`config.mk`:
```
export PLATFORM = sky130hd
export DESIGN_NAME = turnout_position_stall_monitor
export DESIGN_NICKNAME = d
export VERILOG_FILES = /design/src/rtl/core/tpsm_pkg.sv /design/src/rtl/core/turnout_position_stall_monitor.sv
export SDC_FILE = /design/constraint.sdc
export NUM_CORES = 1
export LEC_CHECK = 0
export ABC_AREA = 1
export BUFFER_PORTS_ARGS = -buffer_cell sky130_fd_sc_hd__buf_2
export CAP_MARGIN = 20
export CORE_MARGIN = 5
export CORE_UTILIZATION = 40
export CTS_CLUSTER_DIAMETER = 100
export CTS_CLUSTER_SIZE = 16
export DETAILED_ROUTE_END_ITERATION = 12
export PLACE_DENSITY = 0.54
export RECOVER_POWER = 25
export SLEW_MARGIN = 20
export SYNTH_ARGS = -nofsm -noshare
export SYNTH_HDL_FRONTEND = slang
export SYNTH_SLANG_ARGS = --single-unit
```
`constraint.sdc`:
```
create_clock -name clk -period 6.1 [get_ports clk]
set_input_delay 0.61 -clock clk [delete_from_list [all_inputs] [get_ports clk]]
set_output_delay 0.61 -clock clk [all_outputs]
set_load 0.03 [all_outputs]
```
`src/rtl/core/tpsm_pkg.sv`:
```
package tpsm_pkg;

    localparam int CHANNELS = 6;
    localparam int CH_IDX_W = (CHANNELS > 1) ? $clog2(CHANNELS) : 1;

    localparam int IN_W  = 40;
    localparam int OUT_W = 16;
    localparam int CFG_IDX_W  = 3;
    localparam int CFG_DATA_W = 16;

    // item ops
    localparam logic [1:0] OP_TICK = 2'd0;
    localparam logic [1:0] OP_MOVE = 2'd1;
    localparam logic [1:0] OP_POLL = 2'd2;

    // positions
    localparam logic [1:0] POS_STRAIGHT     = 2'd0;
    localparam logic [1:0] POS_DIVERGED     = 2'd1;
    localparam logic [1:0] POS_UNDETERMINED = 2'd2;
    localparam logic [1:0] POS_CONFLICT     = 2'd3;
    localparam logic [2:0] LAST_POS_NONE    = 3'd7;

    // statuses
    localparam logic [1:0] ST_OK      = 2'd0;
    localparam logic [1:0] ST_BLOCKED = 2'd1;
    localparam logic [1:0] ST_ERROR   = 2'd2;
    localparam logic [1:0] ST_NONE    = 2'd3;

    // configuration register indexes
    localparam logic [CFG_IDX_W-1:0] CFG_REPORT_PERIOD = 3'd0;
    localparam logic [CFG_IDX_W-1:0] CFG_FALLBACK      = 3'd1;
    localparam logic [CFG_IDX_W-1:0] CFG_FLOOR         = 3'd2;
    localparam logic [CFG_IDX_W-1:0] CFG_CEILING       = 3'd3;
    localparam logic [CFG_IDX_W-1:0] CFG_MARGIN        = 3'd4;

    localparam logic [15:0] RST_REPORT_PERIOD = 16'd200;
    localparam logic [12:0] RST_FALLBACK      = 13'd800;
    localparam logic [11:0] RST_FLOOR         = 12'd200;
    localparam logic [11:0] RST_CEILING       = 12'd1500;
    localparam logic [11:0] RST_MARGIN        = 12'd200;

    typedef struct packed {
        logic        any_moving;
        logic [1:0]  worst_status;
        logic [1:0]  report_status;
        logic [1:0]  report_position;
        logic [3:0]  report_channel;
        logic        report_valid;
    } result_t;

    function automatic logic [1:0] decode_position(input logic straight_n,
                                                   input logic diverged_n);
        logic [1:0] pos;
        unique case ({straight_n, diverged_n})
            2'b01:   pos = POS_STRAIGHT;
            2'b10:   pos = POS_DIVERGED;
            2'b11:   pos = POS_UNDETERMINED;
            default: pos = POS_CONFLICT;
        endcase
        return pos;
    endfunction

endpackage

```
`src/rtl/core/turnout_position_stall_monitor.sv`:
```
// Turnout position and stall monitor.
// Input channel s_*: one 40-bit word per item (op, channel, two active-low
// limit switch levels, current and target servo pulse widths). Op tick
// advances the millisecond counter, op move arms the channel's stall timer,
// op poll decodes the switches, updates the channel's status and reports on
// a change or when the report period has run out.
// Output channel m_*: exactly one result word per item, carrying the report
// (valid flag, channel, position, status) plus the worst status over all
// channels and whether any channel is still moving, both after the update.
// The state is updated and the result register loaded at the edge that accepts
// the item. Throughput is one item per cycle; the limit is the single result
// register, so s_tready follows m_tready while a result is held and a stalled
// receiver stalls the input one for one.
// Configuration: cfg_wr_en/cfg_index/cfg_data write one register per edge; the
// user must write only while no item is in flight, the block does not enforce it.
// Reset clears the counter, marks every channel as never reported and not
// moving, loads the register defaults and empties the result register.
module turnout_position_stall_monitor (
    input  logic                                clk,
    input  logic                                rst_n,
    input  logic                                s_tvalid,
    output logic                                s_tready,
    // op[1:0], channel[5:2], straight_switch_n[6], diverged_switch_n[7],
    // current_pulse[23:8], target_pulse[39:24]
    input  logic [tpsm_pkg::IN_W-1:0]           s_tdata,
    output logic                                m_tvalid,
    input  logic                                m_tready,
    // report_valid[0], report_channel[4:1], report_position[6:5],
    // report_status[8:7], worst_status[10:9], any_moving[11], zeros above
    output logic [tpsm_pkg::OUT_W-1:0]          m_tdata,
    input  logic                                cfg_wr_en,
    input  logic [tpsm_pkg::CFG_IDX_W-1:0]      cfg_index,
    input  logic [tpsm_pkg::CFG_DATA_W-1:0]     cfg_data
);

    localparam int NCH = tpsm_pkg::CHANNELS;
    localparam int IW  = tpsm_pkg::CH_IDX_W;

    logic [15:0] report_period_reg;
    logic [12:0] fallback_reg;
    logic [11:0] floor_reg;
    logic [11:0] ceiling_reg;
    logic [11:0] margin_reg;

    logic [31:0] now_reg, now_next;
    logic [2:0]  last_pos_reg      [NCH];
    logic [1:0]  last_st_reg       [NCH];
    logic [31:0] last_report_reg   [NCH];
    logic [31:0] move_start_reg    [NCH];
    logic [12:0] move_limit_reg    [NCH];
    logic [NCH-1:0] moving_reg, moving_next;
    logic [1:0]  last_st_next      [NCH];

    logic                  out_valid_reg;
    tpsm_pkg::result_t     out_reg, out_next;

    logic        accept;
    logic [1:0]  op;
    logic [3:0]  channel;
    logic        straight_n, diverged_n;
    logic [15:0] cur_pulse, tgt_pulse;
    logic        ch_ok;
    logic [IW-1:0] idx;

    logic [15:0] diff;
    logic [15:0] half_clamped;
    logic [11:0] t_clamped;
    logic [12:0] limit;

    logic [1:0]  pos;
    logic [1:0]  st;
    logic [31:0] move_elapsed, report_elapsed;
    logic        changed, periodic;
    logic        do_move, do_poll, do_report;
    logic [1:0]  worst;

    assign op         = s_tdata[1:0];
    assign channel    = s_tdata[5:2];
    assign straight_n = s_tdata[6];
    assign diverged_n = s_tdata[7];
    assign cur_pulse  = s_tdata[23:8];
    assign tgt_pulse  = s_tdata[39:24];

    assign s_tready = !out_valid_reg || m_tready;
    assign accept   = s_tvalid && s_tready;
    assign m_tvalid = out_valid_reg;
    assign m_tdata  = {{(tpsm_pkg::OUT_W - $bits(tpsm_pkg::result_t)){1'b0}}, out_reg};

    assign ch_ok = ({1'b0, channel} < 5'(NCH));
    assign idx   = channel[IW-1:0];

    // stall limit: |cur - tgt| / 2, floor then ceiling, plus margin; fallback if either pulse is 0
    always_comb
    begin
        diff = (cur_pulse > tgt_pulse) ? (cur_pulse - tgt_pulse) : (tgt_pulse - cur_pulse);
        half_clamped = {1'b0, diff[15:1]};
        if (half_clamped < {4'd0, floor_reg})
            half_clamped = {4'd0, floor_reg};
        if (half_clamped > {4'd0, ceiling_reg})
            t_clamped = ceiling_reg;
        else
            t_clamped = half_clamped[11:0];
        if (cur_pulse == 16'd0 || tgt_pulse == 16'd0)
            limit = fallback_reg;
        else
            limit = {1'b0, t_clamped} + {1'b0, margin_reg};
    end

    always_comb
    begin
        pos = tpsm_pkg::decode_position(straight_n, diverged_n);
        move_elapsed   = now_reg - move_start_reg[idx];
        report_elapsed = now_reg - last_report_reg[idx];
        if (pos == tpsm_pkg::POS_UNDETERMINED || pos == tpsm_pkg::POS_CONFLICT)
            st = tpsm_pkg::ST_ERROR;
        else if (moving_reg[idx] && move_elapsed > {19'd0, move_limit_reg[idx]})
            st = tpsm_pkg::ST_BLOCKED;
        else
            st = tpsm_pkg::ST_OK;
        changed  = ({1'b0, pos} != last_pos_reg[idx]) || (st != last_st_reg[idx]);
        periodic = report_elapsed >= {16'd0, report_period_reg};

        do_move   = accept && (op == tpsm_pkg::OP_MOVE) && ch_ok;
        do_poll   = accept && (op == tpsm_pkg::OP_POLL) && ch_ok;
        do_report = do_poll && (changed || periodic);

        now_next = now_reg;
        if (accept && op == tpsm_pkg::OP_TICK)
            now_next = now_reg + 32'd1;

        moving_next = moving_reg;
        for (int i = 0; i < NCH; i++)
        begin
            last_st_next[i] = last_st_reg[i];
            if (idx == IW'(i))
            begin
                if (do_move)
                    moving_next[i] = 1'b1;
                else if (do_poll && st == tpsm_pkg::ST_OK)
                    moving_next[i] = 1'b0;
                if (do_report)
                    last_st_next[i] = st;
            end
        end

        worst = tpsm_pkg::ST_OK;
        for (int i = 0; i < NCH; i++)
        begin
            if (last_st_next[i] == tpsm_pkg::ST_BLOCKED)
                worst = tpsm_pkg::ST_BLOCKED;
            else if (last_st_next[i] == tpsm_pkg::ST_ERROR && worst != tpsm_pkg::ST_BLOCKED)
                worst = tpsm_pkg::ST_ERROR;
        end

        out_next.report_valid    = do_report;
        out_next.report_channel  = do_report ? channel : 4'd0;
        out_next.report_position = do_report ? pos : 2'd0;
        out_next.report_status   = do_report ? st : 2'd0;
        out_next.worst_status    = worst;
        out_next.any_moving      = |moving_next;
    end

    always_ff @(posedge clk or negedge rst_n)
    begin
        if (!rst_n)
        begin
            report_period_reg <= tpsm_pkg::RST_REPORT_PERIOD;
            fallback_reg      <= tpsm_pkg::RST_FALLBACK;
            floor_reg         <= tpsm_pkg::RST_FLOOR;
            ceiling_reg       <= tpsm_pkg::RST_CEILING;
            margin_reg        <= tpsm_pkg::RST_MARGIN;
        end
        else if (cfg_wr_en)
        begin
            unique case (cfg_index)
                tpsm_pkg::CFG_REPORT_PERIOD: report_period_reg <= cfg_data;
                tpsm_pkg::CFG_FALLBACK:      fallback_reg      <= cfg_data[12:0];
                tpsm_pkg::CFG_FLOOR:         floor_reg         <= cfg_data[11:0];
                tpsm_pkg::CFG_CEILING:       ceiling_reg       <= cfg_data[11:0];
                tpsm_pkg::CFG_MARGIN:        margin_reg        <= cfg_data[11:0];
                default: ;
            endcase
        end
    end

    always_ff @(posedge clk or negedge rst_n)
    begin
        if (!rst_n)
        begin
            now_reg    <= '0;
            moving_reg <= '0;
            for (int i = 0; i < NCH; i++)
            begin
                last_pos_reg[i]    <= tpsm_pkg::LAST_POS_NONE;
                last_st_reg[i]     <= tpsm_pkg::ST_NONE;
                last_report_reg[i] <= '0;
                move_start_reg[i]  <= '0;
                move_limit_reg[i]  <= '0;
            end
        end
        else
        begin
            now_reg    <= now_next;
            moving_reg <= moving_next;
            for (int i = 0; i < NCH; i++)
            begin
                last_st_reg[i] <= last_st_next[i];
                if (idx == IW'(i))
                begin
                    if (do_move)
                    begin
                        move_start_reg[i] <= now_reg;
                        move_limit_reg[i] <= limit;
                    end
                    if (do_report)
                    begin
                        last_report_reg[i] <= now_reg;
                        last_pos_reg[i]    <= {1'b0, pos};
                    end
                end
            end
        end
    end

    // result register
    always_ff @(posedge clk or negedge rst_n)
    begin
        if (!rst_n)
            out_valid_reg <= 1'b0;
        else if (s_tready)
            out_valid_reg <= s_tvalid;
    end

    always_ff @(posedge clk)
    begin
        if (accept)
            out_reg <= out_next;
    end

endmodule
```
[After elaboration in Yosys (flattened, before gate mapping)]
Cells that the tools add are included.
Cells by class
  eq/ne operators: 35
  reductions and logical operators: 44
  add/subtract/negate cells: 6
  magnitude comparators: 8
  mux-type cells: 65
  bitwise gates (word level): 1
Operators by type and width (number)
  $bmux 32 s3: 2
  $mux 32: 4
  $sub 32x32->32: 2
  $mux 2: 26
  $bmux 13 s3: 1
  $mux 13: 3
  $reduce_and 2->1: 17
  $add 32x1->32 const B: 1
  $ge 32x16->1: 1
  $gt 32x13->1: 1
  $logic_not 16->1: 2
  $sub 16x16->16: 2
  $eq 2x2->1 const B: 11
  $mux 1: 20
  $eq 2x1->1 const B: 8
  $gt 16x12->1: 1
  $gt 16x16->1: 1
  $mux 16: 1
  $lt 15x12->1: 1
  $mux 15: 1
  $logic_and 1x1->1: 14
  $add 12x12->13: 1
  $eq 3x2->1 const B: 4
  $mux 12: 1
  19 further kinds: 33
Word-level totals
  bits in registers: 608
  logic and storage cells: 203

[Logic depth before layout (Yosys ltp)]
Gate-level depths: netlist of the first run.
  depth after elaboration: 37
  gate-level depth with buffers: 57
  mapped depth without buffers: 55

[Worst setup path after synthesis of the first run]
Ideal clock, no wire load.
  path kind: input to register
  from: input s_tdata[8] in the netlist's numbering
  to: register move_limit_reg[11] in the netlist's numbering
  slack: -1.548 ns
  setup time: 0.066 ns
  stages: 53
  arrival: 7.581 ns
  cells stage by stage: inv_1 ha_1 inv_1 fa_1 nand2_1 nand2_1 a21oi_1 o21ai_1 a21oi_1 o21ai_1 nand2_1 clkbuf_1 nand3_1 o21ai_0 o22ai_1 a21oi_1 xor2_1 inv_1 [... 17 more ...] a21oi_1 nor2_1 nor2_1 nor2_1 o21ai_0 nand2_1 a21o_1 a21oi_1 nor2_1 o21ai_0 nand2_1 nand2_1 nand2_1 a21oi_1 a21oi_1 o21ai_0 nand3_1 nand2_1
On the way
  word-level cells in the longest chain between the ends: 8
Ends and longest elaborated chain
  start, declared: RTL line turnout_position_stall_monitor.sv:25  | input logic [tpsm_pkg::IN_W-1:0] s_tdata,
  $sub 16x16->16 or $gt 16x16->1 (tied branches): RTL line turnout_position_stall_monitor.sv:95  | diff = (cur_pulse > tgt_pulse) ? (cur_pulse - tgt_pulse) : (tgt_pulse - cur_pulse);
  $mux 16: RTL line turnout_position_stall_monitor.sv:95
  $lt 15x12->1: RTL line turnout_position_stall_monitor.sv:97  | if (half_clamped < {4'd0, floor_reg})
  $mux 15: RTL line turnout_position_stall_monitor.sv:97
  $gt 16x12->1: RTL line turnout_position_stall_monitor.sv:99  | if (half_clamped > {4'd0, ceiling_reg})
  $mux 12: RTL line turnout_position_stall_monitor.sv:99
  $add 12x12->13: RTL line turnout_position_stall_monitor.sv:106  | limit = {1'b0, t_clamped} + {1'b0, margin_reg};
  $mux 13 (*): RTL line turnout_position_stall_monitor.sv:103  | if (cur_pulse == 16'd0 || tgt_pulse == 16'd0)
  end signal, assigned by index: RTL line turnout_position_stall_monitor.sv:213  | move_limit_reg[i] <= limit;
  end, declared: RTL line turnout_position_stall_monitor.sv:50  | logic [12:0] move_limit_reg [NCH];
Mark *: on every way between the ends. The rest lies on a longest branch, timed or not.
A chain may end at the register's enable or synchronous reset.

[Final worst setup path of the first run]
  from: input s_tdata[8] in the netlist's numbering
  to: register move_limit_reg[24] in the netlist's numbering
The elaborated chain is that of the path after synthesis.

==> flow_metrics.tcl, run 1 <==
set metrics [dict create \
    postRouteAntennaNets 0 \
    grt_pass1_vias 29100 \
    maxCapViolCount 4 \
    hpwlAfterDp_um 76000 \
    rsz0062_at_grt "true" \
    cts-root-buf "clkbuf_16" \
    fin_ws_ns -0.885 \
    share_comb_of_total_power_pct 33.9 \
    cp_common_cell "a21oi_2" \
    reg2reg_slack_ns 0.57 \
    grt_max_degree 140 \
    crit_cells 56 \
    seqPwrFrac_pct 41.1 \
    finalNetCount 4804 \
    die_y_um 298 \
    gr-usage-all-layers_pct 23.4 \
    avgViaCountPerCell 5.27 \
    drive_gt1_share_pct 19.0 \
    synth_cell_type_count 58 \
    routed-via-count 29900 \
    power.switching_mw 3.95 \
    r2r_cells 38 \
    synthCells 4164 \
    rr_endpoint "move_limit_reg[24]" \
    critPathTopFamily "compound AO/OA/AOI/OAI gates" \
    netlist_top_cells_count "nand2_1, o21ai_0, dfrtp_1" \
    clk_pin_slew_worst_paths_ns 0.07 \
    pre_cts_ws_ns -1.60 \
    max_slew_margin_pct -122 \
    antenna_found_initial 1 \
    crit_path_end "move_limit_reg[24]" \
    die_area_um2 89100 \
    synth_async_sr_flop_share_pct 98.2 \
    clockBufferDepth 3 \
    wl_per_cell_um 18.8 \
    drc 0 \
    wirelength_um 107000 \
    wl_met1_um 51500 \
    arrival_ns 7.52 \
    p_int_mw 7.53 \
    min_path_type "in -> reg" \
    synthTopCellsByArea "dfrtp_1, nand2_1, o21ai_0" \
    core_area_um2 82200 \
    skew_ns 0.0481 \
    synth_top_area_share_pct 41.1 \
    p_clk_share_pct 25.0 \
    synth_ff_type "dfrtp_1" \
    maxSlewViolCount 493 \
    place.gp.congestion 0.926 \
    routed-wl-met3_um 6060 \
    critPathBufInv 10 \
    yosysSeqAreaShare_pct 46.0 \
    multiInputGateArea_um2 16400 \
    timing.hold.ws_ns 0.256 \
    hold_violations 0 \
    numCtsBuffers 44 \
    yosysTopAreaCell "dfrtp_1" \
    startpoint "s_tdata[8]" \
    p_leak_nw 19.7 \
    seqCellArea_um2 15300 \
    insertion_delay_ns 0.63 \
    clock_sinks 607 \
    outcome "complete, but fails checks" \
    io_pins 82 \
    cts_tree "yes" \
    drt-initial-drc-count 2681 \
    r2r-start "floor_reg[6]" \
    end_kind "flop" \
    synth.avg_cell_area_um2 7.99 \
    tightestPinTransition_ns 3.34 \
    die_w_um 298 \
    highest_layer "met4" \
    required_ns 6.64 \
    failed_checks "capacitance limit, slew limit, setup timing" \
    powerDensity_nw_per_um2 284 \
    period_minus_slack_ns 6.98 \
    ys_warn_count 0 \
    grt_pass1_wl_um 167000 \
    vdd_drop_max_v 0.000263 \
    worstSetupStartpointType "input port" \
    area_growth_pct 21.3 \
    synth_area_um2 33300 \
    ys_ff_latch 607 \
    cpPeakStageDelay_ns 0.34 \
    synth_most_common_cell "nand2_1" \
    ctsHtreeMaxLevel 2 \
    switching_share_pct 34.4 \
    synth_enable_flop_cells 11 \
    initial_core_util_pct 40.5 \
    firstDrtPassIters 6 \
    fill_cells 8167 \
    num_rows 105 \
    wl_met2_um 47000 \
    path_max_fanout 7 \
    io_buffers 77 \
    worst-setup-path-type "in -> reg" \
    timing.final.setup_violations 62 \
    clock.fmax_mhz 143 \
    gr-total-overflow 0 \
    cp_slowest_cell "fa_2" \
    finalCritPeriodShare_pct 115 \
]
[area by class of cell]
cell class                      instances  share of cell area, %
Clock buffer                           64                   2.99
Clock inverter                          5                  0.146
Inverter                              426                   4.07
Tap cell                             1070                   3.32
Multi-Input combinational cell       2919                   40.5
Timing Repair Buffer                  575                   11.0
Sequential cell                       607                   37.9
Antenna cell                            1                0.00620
[metrics by stage]
| step | area (µm²) | setup TNS (ns) | std cells | power [mW] | utilization [%] |
|---|---|---|---|---|---|
| after floorplan | 33500 | -27.22 | 4168 | 6.70 | - |
| after global routing | 40400 | -86.92 | 5666 | 12.2 | 49.1 |
| after detailed placement | 38100 | -115.07 | 5553 | 8.21 | 46.3 |
| after CTS | 40100 | -19.15 | 5662 | 11.4 | 48.7 |
| final | 40400 | -35.87 | 5667 | 11.5 | 49.1 |
| after global placement | 38100 | -98.29 | 5553 | 8.18 | 46.3 |
[what timing repair did]
item                                   CTS  global route
hold buffers                             0             0
buffers inserted                        40             7
setup endpoints to repair               66           125
endpoints found under the hold margin    0             0
cloned                                   0             1
resized for setup                       97            87
pin swaps                               61            43
[how the worst min path moves through the flow]
stage | start | endpoint | cells after the start
finish | cfg_data[14] | report_period_reg[14] | 3
global route | cfg_data[14] | report_period_reg[14] | 3
CTS | rst_n | move_start_reg[138] | 1
detailed placement | last_pos_reg[8] | last_pos_reg[8] | 2
global placement | last_pos_reg[14] | last_pos_reg[14] | 2
floorplan | rst_n | ceiling_reg[0] | 0
[power by group through the flow]
stage | sequential, mW | clock (mW) | combinational, mW
after global placement | 4.78 | 0 | 3.39
final | 4.72 | 2.87 | 3.89
after CTS | 4.71 | 2.96 | 3.71
after detailed placement | 4.79 | 0 | 3.42
after floorplan | 4.71 | 0 | 1.99
after global routing | 4.77 | 3.09 | 4.34
[kinds of logic (layout without fill, tap and decap cells)]
logic type / count (synthesis) / count (layout) / share of synthesized area (%)
and+or+nand+nor: 1596 / 1597 / 19.5
AOI/OAI and AO/OA: 1070 / 1070 / 18.5
buffers and inverters: 643 / 1070 / 7.44
DFF: 607 / 607 / 46.0
adders and majority gates: 167 / 167 / 6.39
xor gates and xnor gates: 77 / 77 / 2.03
muxes: 3 / 3 / 0.0902
other: 1 / 6 / 0.0113
[worst min-delay path, stage by stage]
cell and delay (ns):
buf_2 0.07, nor2_1 0.03, a21oi_1 0.10
[per-layer routing]
layer / GRT usage (%) / up-vias
li1: - / 14600
met1: 34.9 / 14400
met3: 3.36 / 122
met5: 0 / -
met4: 5.22 / 0
met2: 36.3 / 744
[layout by cell type (no fill, tap or decap), drive strengths merged, types with 5 or more instances in the layout]
cell	instances
a21o	9
a21oi	196
a221oi	73
a22oi	153
a31oi	10
and2	15
buf	569
clkbuf	70
clkinv	10
conb	5
dfrtp	547
dfstp	49
edfxtp	11
fa	5
ha	162
inv	420
nand2	1174
nand3	120
nand3b	10
nand4	31
nor2	196
nor3	25
nor4	17
o211ai	7
o21ai	592
o21bai	7
o221ai	5
or2	7
xnor2	12
xor2	65
No activity file was read; power rests on OpenSTA's default activity.
==> run 2, diff against run 1 <==
--- a/config.mk
+++ b/config.mk
@@ -10,6 +10,7 @@
 export CAP_MARGIN = 20
 export CORE_MARGIN = 5
 export CORE_UTILIZATION = 40
+export CTS_BUF_LIST = sky130_fd_sc_hd__clkbuf_4 sky130_fd_sc_hd__clkbuf_8
 export CTS_CLUSTER_DIAMETER = 100
 export CTS_CLUSTER_SIZE = 16
 export DETAILED_ROUTE_END_ITERATION = 12
==> run 2 against run 1 <==
Effect of this change: the flow still finishes with violations (capacitance limit, slew limit, setup timing); worst setup slack improved by 0.010 ns; fmax increased by 0.14%; total power shrank 5.1%; final area is 0.48% lower; core utilization shrank 0.23 points; combinational power is 2% higher; final cell count grew 0.34%; largest power group unchanged.
==> flow_metrics.tcl, run 2 (synthesized netlist as in run 1, its figures left out) <==
set metrics [dict create \
    place.gp.congestion 0.926 \
    timing.final.setup_violations 66 \
    share_comb_of_total_power_pct 36.3 \
    vdd_drop_max_v 0.000224 \
    p_leak_nw 19.6 \
    wl_per_cell_um 18.8 \
    reg2reg_slack_ns 0.44 \
    grt_max_degree 140 \
    gr-usage-all-layers_pct 23.4 \
    drive_gt1_share_pct 20.0 \
    avgViaCountPerCell 5.25 \
    period_minus_slack_ns 6.97 \
    area_growth_pct 20.7 \
    die_area_um2 89100 \
    crit_path_end "move_limit_reg[35]" \
    io_buffers 77 \
    routed-via-count 29800 \
    postRouteAntennaNets 0 \
    place_area_um2 38100 \
    path_max_fanout 7 \
    seqCellArea_um2 15300 \
    hold_violations 0 \
    wl_met2_um 47200 \
    clockBufferDepth 3 \
    switching_share_pct 35.6 \
    r2r_cells 37 \
    hpwlAfterDp_um 76000 \
    p_clk_share_pct 20.3 \
    cpPeakStageDelay_ns 0.32 \
    tightestPinTransition_ns 3.52 \
    holdBufCountCts 0 \
    dp.cells 5553 \
    crit_cells 52 \
    min_path_type "in -> reg" \
    die_y_um 298 \
    wl_met1_um 52300 \
    outcome "complete, but fails checks" \
    routed-wl-met3_um 5610 \
    power.switching_mw 3.88 \
    cts_tree "yes" \
    die_w_um 298 \
    insertion_delay_ns 0.73 \
    r2r-start "floor_reg[6]" \
    gr-total-overflow 0 \
    mostFrequentLayoutCell "nand2_1" \
    worst-setup-path-type "in -> reg" \
    arrival_ns 7.56 \
    powerDensity_nw_per_um2 271 \
    cts-root-buf "clkbuf_8" \
    failed_checks "capacitance limit, slew limit, setup timing" \
    drc 0 \
    fill_cells 8196 \
    wirelength_um 107000 \
    initial_core_util_pct 40.5 \
    seqPwrFrac_pct 43.3 \
    core_area_um2 82200 \
    skew_ns 0.0752 \
    maxCapViolCount 4 \
    stdcell_count 5686 \
    drt-initial-drc-count 2494 \
    rsz0062_at_grt "true" \
    cp_slowest_cell "ha_1" \
    rr_endpoint "move_limit_reg[35]" \
    fin_ws_ns -0.874 \
    numCtsBuffers 44 \
    io_pins 82 \
    finalCritPeriodShare_pct 114 \
    multiInputGateArea_um2 16500 \
    p_int_mw 7.02 \
    antenna_found_initial 3 \
    clock.fmax_mhz 143 \
    ctsHtreeMaxLevel 2 \
    maxSlewViolCount 493 \
    finalNetCount 4823 \
    layout_common_cells "nand2_1, dfrtp_1, o21ai_0" \
    grt_pass1_vias 29200 \
    worstSetupStartpointType "input port" \
    end_kind "flop" \
    clock_sinks 607 \
    grt_pass1_wl_um 167000 \
    num_rows 105 \
    startpoint "s_tdata[21]" \
    firstDrtPassIters 6 \
    max_slew_margin_pct -135 \
    highest_layer "met5" \
    critPathTopFamily "compound AO/OA/AOI/OAI gates" \
    postLayoutCellArea_um2 40200 \
    required_ns 6.69 \
    critPathBufInv 10 \
    clk_pin_slew_worst_paths_ns 0.10 \
]
## run 2: cell count changes in the layout (fill, tap and decap cells not counted), moves of 3 or more
cell / previous run / this run
clkbuf_4: 1 / 17
nand3_2: 15 / 18
nand3_1: 99 / 94
clkbuf_8: 3 / 47
clkbuf_16: 44 / 0
nand2_1: 1152 / 1146
buf_4: 462 / 470
nand2_2: 17 / 24
clkbuf_1: 19 / 2
buf_6: 12 / 23
o21ai_1: 34 / 38
## run 2: final cells by class
class | instances | area share, %
multi-input cells | 2919 | 40.9
flip-flops and latches | 607 | 38.1
repair buffers | 594 | 11.5
inverters | 426 | 4.08
well taps | 1070 | 3.33
clock buffers | 64 | 1.93
clock inverters | 5 | 0.103
diodes | 1 | 0.00623
## run 2: worst min path at each step
stage,depth (start not counted),to,from,slack (ns)
2_1_floorplan,0,ceiling_reg[0],rst_n,0.31
4_1_cts,1,move_start_reg[138],rst_n,0.03
3_3_place_gp,2,last_pos_reg[14],last_pos_reg[14],0.44
5_1_grt,3,report_period_reg[14],cfg_data[14],0.18
6_report,3,report_period_reg[14],cfg_data[14],0.18
3_5_place_dp,2,last_pos_reg[8],last_pos_reg[8],0.44
## run 2: what timing repair did
action | CTS | global route
buffers inserted | 52 | 23
gates resized for setup | 98 | 110
pin swaps | 50 | 46
gates cloned | 0 | 1
setup endpoints to repair | 60 | 97
## run 2: stage by stage
step / setup slack (ns) / total power [mW] / utilization (%) / TNS [ns] / hold slack (ns)
floorplan: -0.820 / 6.70 / - / -27.22 / 0.314
finish: -0.874 / 10.9 / 48.9 / -30.26 / 0.180
CTS: -0.595 / 10.7 / 48.3 / -16.75 / 0.0316
global placement: -1.51 / 8.18 / 46.3 / -98.29 / 0.439
global route: -1.31 / 11.6 / 48.9 / -131.26 / 0.184
detailed placement: -1.60 / 8.21 / 46.3 / -115.07 / 0.442
## run 2: routing by layer
| metal | track usage (%) | vias up |
|---|---|---|
| met5 | 0 | - |
| met4 | 4.68 | 2 |
| met3 | 3.42 | 113 |
| met2 | 36.5 | 687 |
| met1 | 35.0 | 14400 |
| li1 | - | 14700 |
## run 2: power groups by stage
stage               clock, mW  sequential (mW)  combinational (mW)
floorplan                   0             4.71                1.99
global placement            0             4.78                3.39
detailed placement          0             4.79                3.42
CTS                      2.29             4.72                3.72
global route             2.42             4.77                4.42
finish                   2.21             4.72                3.96
## run 2: tightest hold or removal path: stages
cell and delay (ns):
buf_2 0.07, nor2_1 0.03, a21oi_1 0.10
